`src/design/cbf_pkg.sv`:
```
// Shared types, character codes and status codes of the closing brace finder.
`default_nettype none

package cbf_pkg;

    localparam int INDEX_BITS_DEFAULT   = 16;
    localparam int QUEUE_DEPTH_DEFAULT  = 4;
    localparam int RESULT_DEPTH_DEFAULT = 2;
    localparam int BYTE_BITS            = 8;
    localparam int INDEX_OUT_BITS       = 16;

    localparam logic [BYTE_BITS-1:0] CHAR_OPEN_CURLY  = 8'h7B;
    localparam logic [BYTE_BITS-1:0] CHAR_OPEN_PAREN  = 8'h28;
    localparam logic [BYTE_BITS-1:0] CHAR_CLOSE_CURLY = 8'h7D;
    localparam logic [BYTE_BITS-1:0] CHAR_CLOSE_PAREN = 8'h29;
    localparam logic [BYTE_BITS-1:0] CHAR_DQUOTE      = 8'h22;
    localparam logic [BYTE_BITS-1:0] CHAR_SQUOTE      = 8'h27;
    localparam logic [BYTE_BITS-1:0] CHAR_BQUOTE      = 8'h60;
    localparam logic [BYTE_BITS-1:0] CHAR_BACKSLASH   = 8'h5C;

    localparam logic [1:0] QUOTE_NONE   = 2'd0;
    localparam logic [1:0] QUOTE_SINGLE = 2'd1;
    localparam logic [1:0] QUOTE_DOUBLE = 2'd2;
    localparam logic [1:0] QUOTE_BACK   = 2'd3;

    localparam logic [1:0] STATUS_MATCH    = 2'd0;
    localparam logic [1:0] STATUS_NO_MATCH = 2'd1;
    localparam logic [1:0] STATUS_BAD_OPEN = 2'd2;
    localparam logic [1:0] STATUS_OVERFLOW = 2'd3;

    typedef struct packed {
        logic [BYTE_BITS-1:0] byte_req;
        logic                 last;
    } cbf_req_t;

    typedef struct packed {
        logic [1:0]                status;
        logic [INDEX_OUT_BITS-1:0] index;
    } cbf_rsp_t;

    // One byte after classification
    typedef struct packed {
        logic       open_curly;
        logic       open_paren;
        logic       close_curly;
        logic       close_paren;
        logic [1:0] quote;
        logic       backslash;
        logic       last;
    } cbf_class_t;

endpackage

`default_nettype wire

```
`src/design/closing_brace_finder.sv`:
```
// Top level of the closing brace finder: front end, back end and result queue.
//
// Usage: a string enters one byte per item on the request channel (push/full),
// the final byte flagged by request.last. The first byte must be '{' or '('.
// Each string yields exactly one item on the response channel (empty/pop):
// status 0 with the index of the matching closing bracket, 1 for no match or
// an unclosed quote, 2 for a bad opening byte, 3 when the string outruns the
// index range. Bytes after the result are dropped up to the flagged last byte.
// Throughput: one byte per cycle while the result queue has room, set by the
// back end, which updates its nesting and quote state for each byte it takes.
// A result appears (empty low) once the byte that decides it has passed both
// queues: the byte is written into the classified-byte queue, and the back end
// takes it from there when the result queue has room and writes the result
// into the result queue in the same cycle.
// Reset: all queues empty, the block waits for the first byte of a string.
// Stalls: when pop is held low the result queue fills, the back end holds,
// and the byte queue then fills and raises full; no item is lost.
`default_nettype none

module closing_brace_finder #(
    parameter int INDEX_BITS   = cbf_pkg::INDEX_BITS_DEFAULT,
    parameter int QUEUE_DEPTH  = cbf_pkg::QUEUE_DEPTH_DEFAULT,
    parameter int RESULT_DEPTH = cbf_pkg::RESULT_DEPTH_DEFAULT
) (
    input  wire logic              clk,
    input  wire logic              rst_n,
    input  wire logic              push,
    output logic                   full,
    input  wire cbf_pkg::cbf_req_t request,
    output logic                   empty,
    input  wire logic              pop,
    output cbf_pkg::cbf_rsp_t      response
);

    localparam int RSP_BITS = $bits(cbf_pkg::cbf_rsp_t);

    logic                cls_valid;
    logic                cls_pop;
    cbf_pkg::cbf_class_t cls_item;
    logic                rsp_full;
    logic                rsp_push;
    cbf_pkg::cbf_rsp_t   rsp_item;
    logic [RSP_BITS-1:0] rsp_rd_data;

    // Classify bytes and buffer them
    cbf_front #(
        .QUEUE_DEPTH (QUEUE_DEPTH)
    ) u_front (
        .clk       (clk),
        .rst_n     (rst_n),
        .push      (push),
        .full      (full),
        .request   (request),
        .cls_pop   (cls_pop),
        .cls_valid (cls_valid),
        .cls_item  (cls_item)
    );

    // Track nesting and quotes, decide the outcome of each string
    cbf_back #(
        .INDEX_BITS (INDEX_BITS)
    ) u_back (
        .clk       (clk),
        .rst_n     (rst_n),
        .cls_valid (cls_valid),
        .cls_item  (cls_item),
        .cls_pop   (cls_pop),
        .rsp_full  (rsp_full),
        .rsp_push  (rsp_push),
        .rsp_item  (rsp_item)
    );

    // Hold results until the receiver takes them
    cbf_fifo #(
        .WIDTH (RSP_BITS),
        .DEPTH (RESULT_DEPTH)
    ) u_rsp_queue (
        .clk     (clk),
        .rst_n   (rst_n),
        .wr_en   (rsp_push),
        .wr_data (rsp_item),
        .full    (rsp_full),
        .rd_en   (pop),
        .rd_data (rsp_rd_data),
        .empty   (empty)
    );

    assign response = cbf_pkg::cbf_rsp_t'(rsp_rd_data);

`ifndef SYNTHESIS
    // Only a match carries a non-zero index
    assert property (@(posedge clk) disable iff (!rst_n)
        !empty |-> (response.status == cbf_pkg::STATUS_MATCH || response.index == '0))
        else $error("non-match result with non-zero index");

    // A byte accepted into an empty front queue is visible to the back end next cycle
    assert property (@(posedge clk) disable iff (!rst_n)
        (push && !full && !cls_valid) |=> cls_valid)
        else $error("accepted byte lost in front queue");

    // The back end never produces a result while the result queue is full
    assert property (@(posedge clk) disable iff (!rst_n)
        rsp_push |-> !rsp_full)
        else $error("result produced into a full queue");

    // The back end consumes only bytes that are present
    assert property (@(posedge clk) disable iff (!rst_n)
        cls_pop |-> cls_valid)
        else $error("back end consumed from an empty queue");
`endif

endmodule

`default_nettype wire

```
`src/design/cbf_fifo.sv`:
```
// Generic register queue with first-word-fall-through read.
`default_nettype none

module cbf_fifo #(
    parameter int WIDTH = 8,
    parameter int DEPTH = 2
) (
    input  wire logic             clk,
    input  wire logic             rst_n,
    input  wire logic             wr_en,
    input  wire logic [WIDTH-1:0] wr_data,
    output logic                  full,
    input  wire logic             rd_en,
    output logic      [WIDTH-1:0] rd_data,
    output logic                  empty
);

    localparam int PTR_BITS = $clog2(DEPTH);
    localparam int CNT_BITS = $clog2(DEPTH + 1);

    logic [WIDTH-1:0]    mem_reg [DEPTH];
    logic [PTR_BITS-1:0] wr_ptr_reg, wr_ptr_next;
    logic [PTR_BITS-1:0] rd_ptr_reg, rd_ptr_next;
    logic [CNT_BITS-1:0] count_reg, count_next;
    logic                wr_fire;
    logic                rd_fire;

    assign full    = (count_reg == CNT_BITS'(DEPTH));
    assign empty   = (count_reg == '0);
    assign wr_fire = wr_en && !full;
    assign rd_fire = rd_en && !empty;
    assign rd_data = mem_reg[rd_ptr_reg];

    always_comb
    begin
        wr_ptr_next = wr_ptr_reg;
        rd_ptr_next = rd_ptr_reg;
        count_next  = count_reg;
        if (wr_fire)
        begin
            wr_ptr_next = (wr_ptr_reg == PTR_BITS'(DEPTH - 1)) ? '0 : wr_ptr_reg + 1'b1;
        end
        if (rd_fire)
        begin
            rd_ptr_next = (rd_ptr_reg == PTR_BITS'(DEPTH - 1)) ? '0 : rd_ptr_reg + 1'b1;
        end
        unique case ({wr_fire, rd_fire})
            2'b10:   count_next = count_reg + 1'b1;
            2'b01:   count_next = count_reg - 1'b1;
            default: count_next = count_reg;
        endcase
    end

    always_ff @(posedge clk or negedge rst_n)
    begin
        if (!rst_n)
        begin
            wr_ptr_reg <= '0;
            rd_ptr_reg <= '0;
            count_reg  <= '0;
        end
        else
        begin
            wr_ptr_reg <= wr_ptr_next;
            rd_ptr_reg <= rd_ptr_next;
            count_reg  <= count_next;
        end
    end

    always_ff @(posedge clk)
    begin
        if (wr_fire)
        begin
            mem_reg[wr_ptr_reg] <= wr_data;
        end
    end

endmodule

`default_nettype wire

```
`src/design/cbf_front.sv`:
```
// Front end: classify each incoming byte and queue it for the back end.
`default_nettype none

module cbf_front #(
    parameter int QUEUE_DEPTH = cbf_pkg::QUEUE_DEPTH_DEFAULT
) (
    input  wire logic              clk,
    input  wire logic              rst_n,
    input  wire logic              push,
    output logic                   full,
    input  wire cbf_pkg::cbf_req_t request,
    input  wire logic              cls_pop,
    output logic                   cls_valid,
    output cbf_pkg::cbf_class_t    cls_item
);

    localparam int CLS_BITS = $bits(cbf_pkg::cbf_class_t);

    cbf_pkg::cbf_class_t cls_in;
    logic [CLS_BITS-1:0] cls_rd_data;
    logic                cls_empty;

    always_comb
    begin
        cls_in.open_curly  = (request.byte_req == cbf_pkg::CHAR_OPEN_CURLY);
        cls_in.open_paren  = (request.byte_req == cbf_pkg::CHAR_OPEN_PAREN);
        cls_in.close_curly = (request.byte_req == cbf_pkg::CHAR_CLOSE_CURLY);
        cls_in.close_paren = (request.byte_req == cbf_pkg::CHAR_CLOSE_PAREN);
        cls_in.backslash   = (request.byte_req == cbf_pkg::CHAR_BACKSLASH);
        cls_in.last        = request.last;
        unique case (request.byte_req)
            cbf_pkg::CHAR_SQUOTE: cls_in.quote = cbf_pkg::QUOTE_SINGLE;
            cbf_pkg::CHAR_DQUOTE: cls_in.quote = cbf_pkg::QUOTE_DOUBLE;
            cbf_pkg::CHAR_BQUOTE: cls_in.quote = cbf_pkg::QUOTE_BACK;
            default:              cls_in.quote = cbf_pkg::QUOTE_NONE;
        endcase
    end

    cbf_fifo #(
        .WIDTH (CLS_BITS),
        .DEPTH (QUEUE_DEPTH)
    ) u_cls_queue (
        .clk     (clk),
        .rst_n   (rst_n),
        .wr_en   (push),
        .wr_data (cls_in),
        .full    (full),
        .rd_en   (cls_pop),
        .rd_data (cls_rd_data),
        .empty   (cls_empty)
    );

    assign cls_valid = !cls_empty;
    assign cls_item  = cbf_pkg::cbf_class_t'(cls_rd_data);

endmodule

`default_nettype wire

```
`src/design/cbf_back.sv`:
```
// Back end: nesting and quote tracking over classified bytes, result generation.
`default_nettype none

module cbf_back #(
    parameter int INDEX_BITS = cbf_pkg::INDEX_BITS_DEFAULT
) (
    input  wire logic                clk,
    input  wire logic                rst_n,
    input  wire logic                cls_valid,
    input  wire cbf_pkg::cbf_class_t cls_item,
    output logic                     cls_pop,
    input  wire logic                rsp_full,
    output logic                     rsp_push,
    output cbf_pkg::cbf_rsp_t        rsp_item
);

    localparam logic [1:0] PH_FIRST = 2'd0;
    localparam logic [1:0] PH_SCAN  = 2'd1;
    localparam logic [1:0] PH_SKIP  = 2'd2;

    logic [1:0]            phase_reg, phase_next;
    logic [INDEX_BITS-1:0] pos_reg, pos_next;
    logic [INDEX_BITS:0]   nest_reg, nest_next;
    logic                  curly_reg, curly_next;
    logic [1:0]            quote_reg, quote_next;
    logic                  bslash_reg, bslash_next;
    logic [INDEX_BITS-1:0] pos_inc;
    logic                  open_hit;
    logic                  close_hit;

    // Advance only when a result, if any, has room to land
    assign cls_pop   = cls_valid && !rsp_full;
    assign pos_inc   = pos_reg + 1'b1;
    assign open_hit  = curly_reg ? cls_item.open_curly : cls_item.open_paren;
    assign close_hit = curly_reg ? cls_item.close_curly : cls_item.close_paren;

    always_comb
    begin
        phase_next      = phase_reg;
        pos_next        = pos_reg;
        nest_next       = nest_reg;
        curly_next      = curly_reg;
        quote_next      = quote_reg;
        bslash_next     = bslash_reg;
        rsp_push        = 1'b0;
        rsp_item.status = cbf_pkg::STATUS_MATCH;
        rsp_item.index  = '0;
        if (cls_pop)
        begin
            unique case (phase_reg)
                PH_FIRST:
                begin
                    pos_next   = '0;
                    quote_next = cbf_pkg::QUOTE_NONE;
                    if (cls_item.open_curly || cls_item.open_paren)
                    begin
                        curly_next = cls_item.open_curly;
                        nest_next  = (INDEX_BITS + 1)'(1);
                        phase_next = PH_SCAN;
                    end
                    else
                    begin
                        nest_next       = '0;
                        rsp_push        = 1'b1;
                        rsp_item.status = cbf_pkg::STATUS_BAD_OPEN;
                        phase_next      = PH_SKIP;
                    end
                    bslash_next = cls_item.backslash;
                end
                PH_SCAN:
                begin
                    pos_next = pos_inc;
                    if (&pos_reg)
                    begin
                        rsp_push        = 1'b1;
                        rsp_item.status = cbf_pkg::STATUS_OVERFLOW;
                        phase_next      = PH_SKIP;
                    end
                    else
                    begin
                        if (quote_reg != cbf_pkg::QUOTE_NONE)
                        begin
                            if (cls_item.quote == quote_reg && !bslash_reg)
                            begin
                                quote_next = cbf_pkg::QUOTE_NONE;
                            end
                        end
                        else if (cls_item.quote != cbf_pkg::QUOTE_NONE)
                        begin
                            if (!bslash_reg)
                            begin
                                quote_next = cls_item.quote;
                            end
                        end
                        else if (!bslash_reg)
                        begin
                            if (open_hit)
                            begin
                                nest_next = nest_reg + 1'b1;
                            end
                            else if (close_hit)
                            begin
                                nest_next = nest_reg - 1'b1;
                                if (nest_reg == (INDEX_BITS + 1)'(1))
                                begin
                                    rsp_push        = 1'b1;
                                    rsp_item.status = cbf_pkg::STATUS_MATCH;
                                    rsp_item.index  = cbf_pkg::INDEX_OUT_BITS'(pos_inc);
                                    phase_next      = PH_SKIP;
                                end
                            end
                        end
                        bslash_next = cls_item.backslash;
                    end
                end
                default:
                begin
                    // Skip bytes until the end of the string
                end
            endcase
            if (phase_next == PH_SCAN && cls_item.last && !rsp_push)
            begin
                rsp_push        = 1'b1;
                rsp_item.status = cbf_pkg::STATUS_NO_MATCH;
                rsp_item.index  = '0;
            end
            if (cls_item.last)
            begin
                phase_next  = PH_FIRST;
                quote_next  = cbf_pkg::QUOTE_NONE;
                bslash_next = 1'b0;
            end
        end
    end

    always_ff @(posedge clk or negedge rst_n)
    begin
        if (!rst_n)
        begin
            phase_reg  <= PH_FIRST;
            pos_reg    <= '0;
            nest_reg   <= '0;
            curly_reg  <= 1'b0;
            quote_reg  <= cbf_pkg::QUOTE_NONE;
            bslash_reg <= 1'b0;
        end
        else
        begin
            phase_reg  <= phase_next;
            pos_reg    <= pos_next;
            nest_reg   <= nest_next;
            curly_reg  <= curly_next;
            quote_reg  <= quote_next;
            bslash_reg <= bslash_next;
        end
    end

endmodule

`default_nettype wire

```
`config.mk`:
```
export PLATFORM = sky130hd
export DESIGN_NAME = closing_brace_finder
export DESIGN_NICKNAME = d
export VERILOG_FILES = /design/src/design/cbf_pkg.sv /design/src/design/closing_brace_finder.sv /design/src/design/cbf_fifo.sv /design/src/design/cbf_front.sv /design/src/design/cbf_back.sv
export SDC_FILE = /design/constraint.sdc
export NUM_CORES = 1
export LEC_CHECK = 0
export BUFFER_PORTS_ARGS = -buffer_cell sky130_fd_sc_hd__buf_2
export CAP_MARGIN = 20
export CORE_ASPECT_RATIO = 1.5
export CORE_MARGIN = 4
export CORE_UTILIZATION = 25
export DETAILED_ROUTE_END_ITERATION = 8
export PLACE_DENSITY = 0.49
export SYNTH_ARGS = -nofsm -noshare
export SYNTH_HDL_FRONTEND = slang
export SYNTH_SLANG_ARGS = --single-unit
```
`constraint.sdc`:
```
create_clock -name clk -period 6.92 [get_ports clk]
set_input_delay 1.384 -clock clk [delete_from_list [all_inputs] [get_ports clk]]
set_output_delay 1.384 -clock clk [all_outputs]
set_load 0.02 [all_outputs]
```
Word level (Yosys, flattened, before mapping)
Memory sizes are Yosys's and may differ from the RTL's. Index checks and enable logic that the tools add are counted.

Bits in registers: 50. Bits in writable memories: 68. Output and inout bits: 20. Word-level logic and storage cells: 152. Memories: 2.

Memories: u_rsp_queue.mem_reg (words 2, width 18, read ports 1, clocked after memory_dff 0, wr ports 1, line cbf_fifo.sv:21) `logic [WIDTH-1:0] mem_reg [DEPTH];`; u_front.u_cls_queue.mem_reg (words 4, width 8, read ports 1, clocked after memory_dff 0, wr ports 1, line cbf_fifo.sv:21).

$add $sub $neg: 11. Equal/unequal tests: 29. Muxes and demuxes: 68. Reductions and logical operators: 30.

Operators with widths (number): $mux W18 (7); $mux W17 (6); $mux W16 (3); $mux W2 (20); $pmux W17 S2 (1); $eq A8 B6 Y1 const B (4); $eq A8 B7 Y1 const B (4); $pmux W16 S2 (1); $mux W1 (22); $add A17 B1 Y17 const B (1); $eq A17 B1 Y1 const B (1); $sub A17 B1 Y17 const B (1); $add A16 B1 Y16 const B (1); $pmux W2 S2 (4); $reduce_and A16 Y1 (1); $eq A2 B2 Y1 const B (5); $reduce_bool A2 Y1 (5); $eq A2 B1 Y1 const B (4); $logic_and A1 B1 Y1 (8); $ne A2 B2 Y1 const B (4); $ne A4 B3 Y1 const B (2); $reduce_and A7 Y1 (1); $add A2 B1 Y2 const B (3); $logic_not A1 Y1 (6); other kinds (19) (23).

Longest topological paths before layout
Gate-level depths: netlist of the first run.

Depth in word-level cells: 18. Mapped depth: 12.

Cells and area by module
From an unflattened synthesis of the first run, not the netlist that was laid out.

Cell total of the unflattened synthesis: 533. Area total of the unflattened synthesis: 6150.9 µm².

Modules (own cells, without submodules): cbf_back (times used 1, cells an instance 356, area an instance 2825.2 µm², seq. area each 975.9 µm²); cbf_fifo (u_front.u_cls_queue) (times used 1, cells an instance 82, area an instance 1636.6 µm², seq. area each 1136.1 µm²); cbf_fifo (u_rsp_queue) (times used 1, cells an instance 74, area an instance 1545.2 µm², seq. area each 1181.1 µm²); cbf_front (times used 1, cells an instance 21, area an instance 143.9 µm², seq. area each 0.0 µm²).

Least setup slack after synthesis of the first run
No wires, ideal clock.

Path type: reg2reg. Start point: reg u_front.u_cls_queue.rd_ptr_reg[0]. End point: mem u_rsp_queue.mem_reg[1][0] (netlist name), enable pin. Setup time: 0.393 ns. Arrival time: 2.965 ns. Required time: 6.527 ns. Path slack: 3.563 ns. Stages on the path, launching flop included: 8. Clock period less this slack: 3.357 ns. Path through: dfrtp_1 > buf_6 > mux4_2 > mux2_4 > or4_4 > nor2_4 > o31ai_1 > nor2_1.

Word-level cells in the longest chain between the ends: 18. Elaborated cells on any way between the ends: 32.

Ends and longest elaborated chain: start: declaration (line cbf_fifo.sv:23) `logic [PTR_BITS-1:0] rd_ptr_reg, rd_ptr_next;`; start signal: assignment (line cbf_fifo.sv:65) `rd_ptr_reg <= rd_ptr_next;`; $mem_v2 Z4 W8 *; $mux W1 (line cbf_back.sv:35) `assign close_hit = curly_reg ? cls_item.close_curly : cls_item.close_paren;`; $mux W2 (line cbf_back.sv:101) `else if (close_hit)`; $mux W2 (line cbf_back.sv:97) `if (open_hit)`; $mux W2 (line cbf_back.sv:95) `else if (!bslash_reg)`; $mux W2 (line cbf_back.sv:88) `else if (cls_item.quote != cbf_pkg::QUOTE_NONE)`; $mux W2 (line cbf_back.sv:81) `if (quote_reg != cbf_pkg::QUOTE_NONE)`; $mux W2 (line cbf_back.sv:73) `if (&pos_reg)`; $pmux W2 S2 (line cbf_back.sv:50) `unique case (phase_reg)`; $mux W2 (line cbf_back.sv:48) `if (cls_pop)`; $eq A2 B1 Y1 (line cbf_back.sv:121) `if (phase_next == PH_SCAN && cls_item.last && !rsp_push)`; $logic_and A1 B1 Y1 (2 in a row) (line cbf_back.sv:121); $mux W1 * (line cbf_back.sv:121); $mux W1 * (line cbf_back.sv:48); $logic_and A1 B1 Y1 * (line cbf_fifo.sv:30) `assign wr_fire = wr_en && !full;`; $mux W1 * (line cbf_fifo.sv:72) `if (wr_fire)`; $mux W1 (implied by the code) * (line cbf_fifo.sv:74) `mem_reg[wr_ptr_reg] <= wr_data;`; end: declaration (line cbf_fifo.sv:21).

Every way passes the cells marked *; elsewhere a longest branch is shown, timed or not. The select of a mux whose other input is x is not followed.

Worst setup path after layout of the first run
Start point: reg u_front.u_cls_queue.rd_ptr_reg[0]. End point: mem u_rsp_queue.mem_reg[1][6] (netlist name), enable pin.

The elaborated chain is that of the path after synthesis.

==> results of run 1 <==
==> Yosys cell counts (5+ instances only) <==
master	n	share of area, %
sky130_fd_sc_hd__nand2_1	43	2.7
sky130_fd_sc_hd__nor2b_1	6	0.64
sky130_fd_sc_hd__a21oi_1	25	2.1
sky130_fd_sc_hd__inv_1	17	1.1
sky130_fd_sc_hd__o21ai_0	34	2.9
sky130_fd_sc_hd__and2_1	6	0.64
sky130_fd_sc_hd__o31ai_1	5	0.64
sky130_fd_sc_hd__dfrtp_1	50	21
sky130_fd_sc_hd__mux4_2	6	2.3
sky130_fd_sc_hd__clkbuf_1	14	0.89
sky130_fd_sc_hd__and3_1	13	1.4
sky130_fd_sc_hd__nand4_1	7	0.74
sky130_fd_sc_hd__nor2_1	41	2.6
sky130_fd_sc_hd__nand3_1	17	1.4
sky130_fd_sc_hd__mux2_2	21	4.0
sky130_fd_sc_hd__ha_1	11	2.3
sky130_fd_sc_hd__xor2_1	8	1.2
sky130_fd_sc_hd__nor4_1	7	0.74
sky130_fd_sc_hd__edfxtp_1	68	35
sky130_fd_sc_hd__xnor2_1	18	2.7
sky130_fd_sc_hd__or3_1	17	1.8
sky130_fd_sc_hd__nor3_1	9	0.76
==> worst reg2reg max path, cell delays in order, from the launching register on <==
cell and delay, ns:
sky130_fd_sc_hd__dfrtp_1 0.63, sky130_fd_sc_hd__mux4_1 0.69, sky130_fd_sc_hd__mux2_4 0.42, sky130_fd_sc_hd__or4_4 0.54, sky130_fd_sc_hd__nor2_4 0.20, sky130_fd_sc_hd__o31ai_1 0.20
sky130_fd_sc_hd__nor2_1 0.13, sky130_fd_sc_hd__buf_4 0.27
==> layer usage <==
metal	global-route usage (%)	routed length, um	up-vias
met5	0	0	-
met4	5.64	345	0
met3	2.36	457	29
met2	18.1	6820	72
met1	11.5	5220	2005
li1	-	-	1991
==> power breakdown <==
| part | switching (mW) | internal [mW] | total (mW) |
|---|---|---|---|
| Sequential | 0.198 | 1.01 | 1.21 |
| Clock | 0.325 | 0.640 | 0.966 |
| Combinational | 0.803 | 0.537 | 1.34 |
==> area by class of cell <==
type / instances / area (sq um)
clock buffer: 17 / 425
inverter: 17 / 63.8
fill: 2419 / 16100
multi-input combinational: 361 / 2450
sequential: 118 / 3290
tap: 315 / 394
clock inverter: 15 / 226
timing repair buffer: 36 / 190
==> path summary, 6_finish.rpt <==
path,start,endpoint,slack (ns)
min in group asynchronous,rst_n,u_back.pos_reg[0],1.11
worst max-delay path,u_front.u_cls_queue.rd_ptr_reg[0],u_rsp_queue.mem_reg[1][6],3.51
worst min register to register,u_rsp_queue.count_reg[1],u_rsp_queue.count_reg[1],0.49
max in group asynchronous,rst_n,u_front.u_cls_queue.count_reg[1],5.35
worst min-delay path,u_rsp_queue.count_reg[1],u_rsp_queue.count_reg[1],0.49
worst max register to register,u_front.u_cls_queue.rd_ptr_reg[0],u_rsp_queue.mem_reg[1][6],3.51
==> cell families after synthesis <==
group | synth area share, %
flip-flops | 55.9
multiplexers | 7.35
XOR/XNOR | 3.87
adder cells (fa/ha/maj) | 2.68
AO/OA/AOI/OAI | 10.6
buffers and inverters | 2.49
AND/OR/NAND/NOR | 17.1
==> reports/results.md, run 1 <==
| Quantity | Value | Unit |
|:---|:---|:---|
| Top library cells by usage in the layout, fill and taps aside | sky130_fd_sc_hd__edfxtp_1 (68), sky130_fd_sc_hd__dfrtp_1 (50), sky130_fd_sc_hd__nand2_1 (43), sky130_fd_sc_hd__nor2_1 (41), sky130_fd_sc_hd__o21ai_0 (34) | - |
| Post-synth net total | 540 | - |
| Unrepaired setup endpoints after global routing | false | - |
| Number of synthesized flops with an enable pin | 68 | - |
| Count of buffers added by post-CTS timing repair for setup | 0 | - |
| Count of buffers inserted at the top-level ports | 32 | - |
| Minimum clock period after layout | 3.41 | ns |
| Worst Hold Class | reg2reg | - |
| Fraction of the yosys area taken by sequential cells | 55.9 | % |
| Setup Skew | 0.00659 | ns |
| Accumulated negative setup slack | 0 | ns |
| Clock-pin transition on the worst setup and hold timing paths | 0.06 | ns |
| Combined global-route utilization of all metal layers | 10.3 | % |
| Initial core utilization | 25.4 | % |
| Min-Delay Path Depth | 1 | - |
| Number of warnings reported in the yosys synthesis log | 0 | - |
| Standard cell with the maximum stage delay on the critical path | sky130_fd_sc_hd__mux4_1 | - |
| Final non-filler cell total | 879 | - |
| NumNets Final | 576 | - |
| Max Cap Violations | 0 | - |
| Grt total ovfl | 0 | - |
| Power, Total | 3.51 | mW |
| Clk sinks | 118 | - |
| Transition time of the tightest slew-check pin | 0.819 | ns |
| Final setup violating endpoints | 0 | - |
| Final estimated routing congestion in global placement | 0.793 | - |
| Post-synthesis async set-or-reset flop share | 42.4 | % |
| Relative max-transition margin | 45.4 | % |
| Critical path class | reg2reg | - |
| Mean Syn Cell Area | 11.4 | sq um |
| Number of levels the H-tree was split into | 4 | - |
| Die span in x | 133 | um |
| Number of instances in the placed design | 847 | - |
| Flops & latches, synth | 118 | - |
| Pin count of the biggest net entering global routing | 51 | - |
| Drt initial violations | 208 | - |
| Most frequent standard cell in the layout excluding fill and tap cells | sky130_fd_sc_hd__edfxtp_1 | - |
| Wire length of the first global-routing pass | 21500 | um |
| Top FF cell, synth | sky130_fd_sc_hd__edfxtp_1 | - |
| Combined buffer and inverter count along the critical path | 1 | - |
| Final antenna-violating net count | 0 | - |
| Worst path depth | 7 | - |
| Outcome | completed | - |
| Critical path cell sequence | mux4_1, mux2_4, or4_4, nor2_4, o31ai_1, nor2_1, buf_4 | - |
| Count of antenna diodes in the layout | 0 | - |
| Drt drc | 0 | - |
| Flip-flop count of the largest register after layout | 36 | - |
| PwrDens | 499 | nW/um^2 |
| Fin area | 7040 | sq um |
| Synth Instances | 515 | - |
| Post-synthesis instance area | 5890 | sq um |
| Delay of the slowest cell on the worst path | 0.68 | ns |
| Height of the chip | 196 | um |
| Setup Slack @ Placement | 3.47 | ns |
| CP arrival | 3.51 | ns |
| Number of buffers created by CTS | 17 | - |
| Cells resized by post-CTS repair | 0 | - |
| DIE AREA | 26100 | sq um |
| Slew Limit Fails | 0 | - |
| Final critical-path setup slack | 3.51 | ns |
| Quantity of hold-fixing buffers added after cts | 0 | - |
| Fin crit share | 49.3 | % |
| Layout Area Growth over Synthesis | 19.6 | % |
| Final standard cell utilization of the core | 30.4 | % |
| TritonCTS clock tree | built | - |
| Crit-path max FO | 25 | - |
| Detail Placement HPWL | 9090 | um |
| Number of distinct standard cells referenced by the synthesized netlist | 59 | - |
| Number of vias per cell | 4.66 | - |
| Worst-case hold slack | 0.491 | ns |
| Final count of hold timing violations | 0 | - |
| Clock latency of the later-clocked register in the worst-skew pair | 0.42 | ns |
| Area of the core | 23100 | sq um |
| Lkg Pwr | 2.59 | nW |
| Peak supply drop | 0.189 | mV |
| Endpoint type of the worst setup path | flip-flop | - |
| Type of element launching the critical path | flip-flop | - |
| Clk Tree Root Cell | sky130_fd_sc_hd__clkbuf_16 | - |
| Initial antenna violation count | 0 | - |
| Row count | 68 | - |
| Longest Clk Path Bufs | 2 | - |
| Detailed-route wire length | 12800 | um |
| Delay-heaviest family, CP | multiplexers | - |
| Average detailed-routed wire length per instance | 14.6 | um |
| Length of the first detailed-routing pass in iterations | 4 | - |
| Endpoint required time on the critical path | 7.01 | ns |
| Achievable Freq | 293 | MHz |
| Number of global-route vias before repair | 4196 | - |
| Post-place instance area | 6390 | sq um |
| Routed vias | 4097 | - |
| Count of pins on the block boundary | 33 | - |
| Share of post-route cells with drive strength above 1 | 18.6 | % |
| R2r worst-path depth | 7 | - |
Power figures use the tool's default switching activity.
==> inputs of run 2 (changes only) <==
==> constraint.sdc (replaced) <==
create_clock -name clk -period 3.2 [get_ports clk]
set_input_delay 0.64 -clock clk [delete_from_list [all_inputs] [get_ports clk]]
set_output_delay 0.64 -clock clk [all_outputs]
set_load 0.02 [all_outputs]
==> reports/results.md, run 2 (synthesized netlist as in run 1, its figures left out) <==
| Quantity | Value | Unit | Delta |
|:---|:---|:---|:---|
| Number of vias per cell | 4.66 | - | about the same |
| Number of global-route vias before repair | 4263 | - | +1.6% |
| Setup Skew | 0.0104 | ns | +0.00379 ns |
| Wire length of the first global-routing pass | 21300 | um | -0.80% |
| DIE AREA | 26100 | sq um | unchanged |
| Peak supply drop | 0.469 | mV | +150% |
| Achievable Freq | 342 | MHz | +17% |
| Accumulated negative setup slack | 0 | ns | unchanged |
| TritonCTS clock tree | built | - |  |
| Initial antenna violation count | 0 | - | unchanged |
| Count of antenna diodes in the layout | 0 | - | unchanged |
| Detail Placement HPWL | 9160 | um | +0.84% |
| Endpoint required time on the critical path | 3.53 | ns | -3.48 ns |
| Layout Area Growth over Synthesis | 19.4 | % |  |
| Capture instance of the worst register-to-register path | u_rsp_queue.count_reg[1] | - |  |
| Final count of hold timing violations | 0 | - | unchanged |
| Area of the core | 23100 | sq um | unchanged |
| NumNets Final | 585 | - | +1.6% |
| Clock-pin transition on the worst setup and hold timing paths | 0.06 | ns | about the same |
| Die span in x | 133 | um | unchanged |
| Final antenna-violating net count | 0 | - | unchanged |
| Height of the chip | 196 | um | unchanged |
| Initial core utilization | 25.4 | % | unchanged |
| Fin crit share | 91.3 | % | +42 points |
| Count of buffers inserted at the top-level ports | 32 | - | unchanged |
| Clk sinks | 118 | - | unchanged |
| Count of buffers added by post-CTS timing repair for setup | 0 | - | unchanged |
| Pin count of the biggest net entering global routing | 35 | - | -31% |
| Longest Clk Path Bufs | 2 | - | unchanged |
| Drt drc | 0 | - | unchanged |
| Crit-path max FO | 5 | - | -80% |
| Share of post-route cells with drive strength above 1 | 19.5 | % | +0.93 points |
| R2r worst-path depth | 8 | - | +1 |
| Critical path class | reg2reg | - |  |
| Drt initial violations | 219 | - | +5.3% |
| PwrDens | 1060 | nW/um^2 | +110% |
| Top library cells by usage in the layout, fill and taps aside | sky130_fd_sc_hd__edfxtp_1 (68), sky130_fd_sc_hd__dfrtp_1 (50), sky130_fd_sc_hd__nand2_1 (43), sky130_fd_sc_hd__nor2_1 (41), sky130_fd_sc_hd__o21ai_0 (34) | - |  |
| Detailed-route wire length | 12800 | um | -0.65% |
| Routed vias | 4141 | - | +1.1% |
| Clock latency of the later-clocked register in the worst-skew pair | 0.41 | ns | about the same |
| Outcome | completed | - |  |
| Endpoint type of the worst setup path | flip-flop | - |  |
| Unrepaired setup endpoints after global routing | false | - |  |
| Row count | 68 | - | unchanged |
| Most frequent standard cell in the layout excluding fill and tap cells | sky130_fd_sc_hd__edfxtp_1 | - |  |
| Slew Limit Fails | 0 | - | unchanged |
| CP arrival | 3.25 | ns | -0.26 ns |
| Lkg Pwr | 2.59 | nW | +0.29% |
| Worst-case hold slack | 0.164 | ns | -0.327 ns |
| Relative max-transition margin | 47.0 | % | +1.5 points |
| Quantity of hold-fixing buffers added after cts | 0 | - | unchanged |
| Transition time of the tightest slew-check pin | 0.796 | ns | -0.0232 ns |
| Flop2flop setup slack | 0.28 | ns | -3.23 ns |
| Combined global-route utilization of all metal layers | 10.2 | % | -0.12 points |
| Count of pins on the block boundary | 33 | - | unchanged |
| Type of element launching the critical path | flip-flop | - |  |
| Cells resized by post-CTS repair | 0 | - | unchanged |
| Length of the first detailed-routing pass in iterations | 5 | - | +1 |
| Final non-filler cell total | 888 | - | +1.0% |
| Worst Hold Class | in2async | - |  |
| Power, Total | 7.46 | mW | +110% |
| Worst flop-to-flop path startpoint | u_front.u_cls_queue.rd_ptr_reg[1] | - |  |
| Grt total ovfl | 0 | - | unchanged |
| Number of instances in the placed design | 856 | - | +1.1% |
| Setup Slack @ Placement | 0.223 | ns | -3.25 ns |
| Average detailed-routed wire length per instance | 14.4 | um | -1.7% |
| Final critical-path setup slack | 0.277 | ns | -3.23 ns |
| Minimum clock period after layout | 2.92 | ns | -0.488 ns |
| Clk Tree Root Cell | sky130_fd_sc_hd__clkbuf_16 | - |  |
| Final estimated routing congestion in global placement | 0.811 | - | +2.3% |
| Max Cap Violations | 0 | - | unchanged |
| Flip-flop count of the largest register after layout | 36 | - | unchanged |
| Number of levels the H-tree was split into | 4 | - | unchanged |
| Final setup violating endpoints | 0 | - | unchanged |
| Number of buffers created by CTS | 17 | - | unchanged |
run 2: changes by cell type in the layout (fill, tap and decap cells not counted):
cell                         change
sky130_fd_sc_hd__clkinv_4        -3
sky130_fd_sc_hd__clkbuf_8        +1
sky130_fd_sc_hd__clkbuf_1        +2
sky130_fd_sc_hd__buf_4           +9
sky130_fd_sc_hd__bufinv_16       -3
sky130_fd_sc_hd__clkinvlp_4      +1
sky130_fd_sc_hd__clkinv_2        +2
run 2: how the worst max path moves through the flow:
stage / from / cells after the start / to
floorplan: u_front.u_cls_queue.rd_ptr_reg[0] / 7 / u_rsp_queue.mem_reg[1][0]
global placement: u_front.u_cls_queue.rd_ptr_reg[1] / 8 / u_rsp_queue.count_reg[1]
detailed placement: u_front.u_cls_queue.rd_ptr_reg[1] / 8 / u_rsp_queue.count_reg[1]
CTS: u_front.u_cls_queue.rd_ptr_reg[1] / 8 / u_rsp_queue.count_reg[1]
global route: u_front.u_cls_queue.rd_ptr_reg[0] / 7 / u_rsp_queue.mem_reg[0][6]
finish: u_front.u_cls_queue.rd_ptr_reg[1] / 8 / u_rsp_queue.count_reg[1]
run 2: final cells by class:
type / count / area [sq um]
clock inverter: 12 / 128
multi-input combinational: 361 / 2450
fill: 2385 / 16100
timing repair buffer: 45 / 258
inverter: 17 / 63.8
tap: 315 / 394
clock buffer: 20 / 447
sequential: 118 / 3290
run 2: routing by layer:
| metal | GRT usage (%) | part of all wire (%) | vias up | wire length, um |
|---|---|---|---|---|
| met5 | 0 | 0 | - | 0 |
| met3 | 2.57 | 3.4 | 14 | 432 |
| met1 | 11.0 | 41 | 2027 | 5250 |
| met4 | 4.42 | 1.9 | 0 | 243 |
| met2 | 18.7 | 54 | 92 | 6840 |
| li1 | - | - | 2008 | - |
run 2: metrics by stage:
| step | area (sq um) | util (%) |
|---|---|---|
| after CTS | 7030 | 30.4 |
| final | 7030 | 30.4 |
| after global placement | 6460 | 27.9 |
| after detailed placement | 6460 | 27.9 |
| after floorplan | 5890 | - |
| after global routing | 7030 | 30.4 |
run 2: worst max-delay path, stage by stage, from the launching register on:
cell and delay [ns]:
sky130_fd_sc_hd__dfrtp_1 0.50, sky130_fd_sc_hd__mux4_2 0.54, sky130_fd_sc_hd__mux2_2 0.30, sky130_fd_sc_hd__nand4_1 0.17
sky130_fd_sc_hd__nor2_4 0.04, sky130_fd_sc_hd__o31ai_1 0.61, sky130_fd_sc_hd__ha_1 0.38, sky130_fd_sc_hd__nor2_1 0.14
sky130_fd_sc_hd__xor2_1 0.16
run 2: power breakdown:
part | leakage (nW) | internal (mW) | switching, mW
registers | 1.27 | 2.19 | 0.342
clock network | 0.274 | 1.16 | 0.688
logic | 1.05 | 1.24 | 1.83
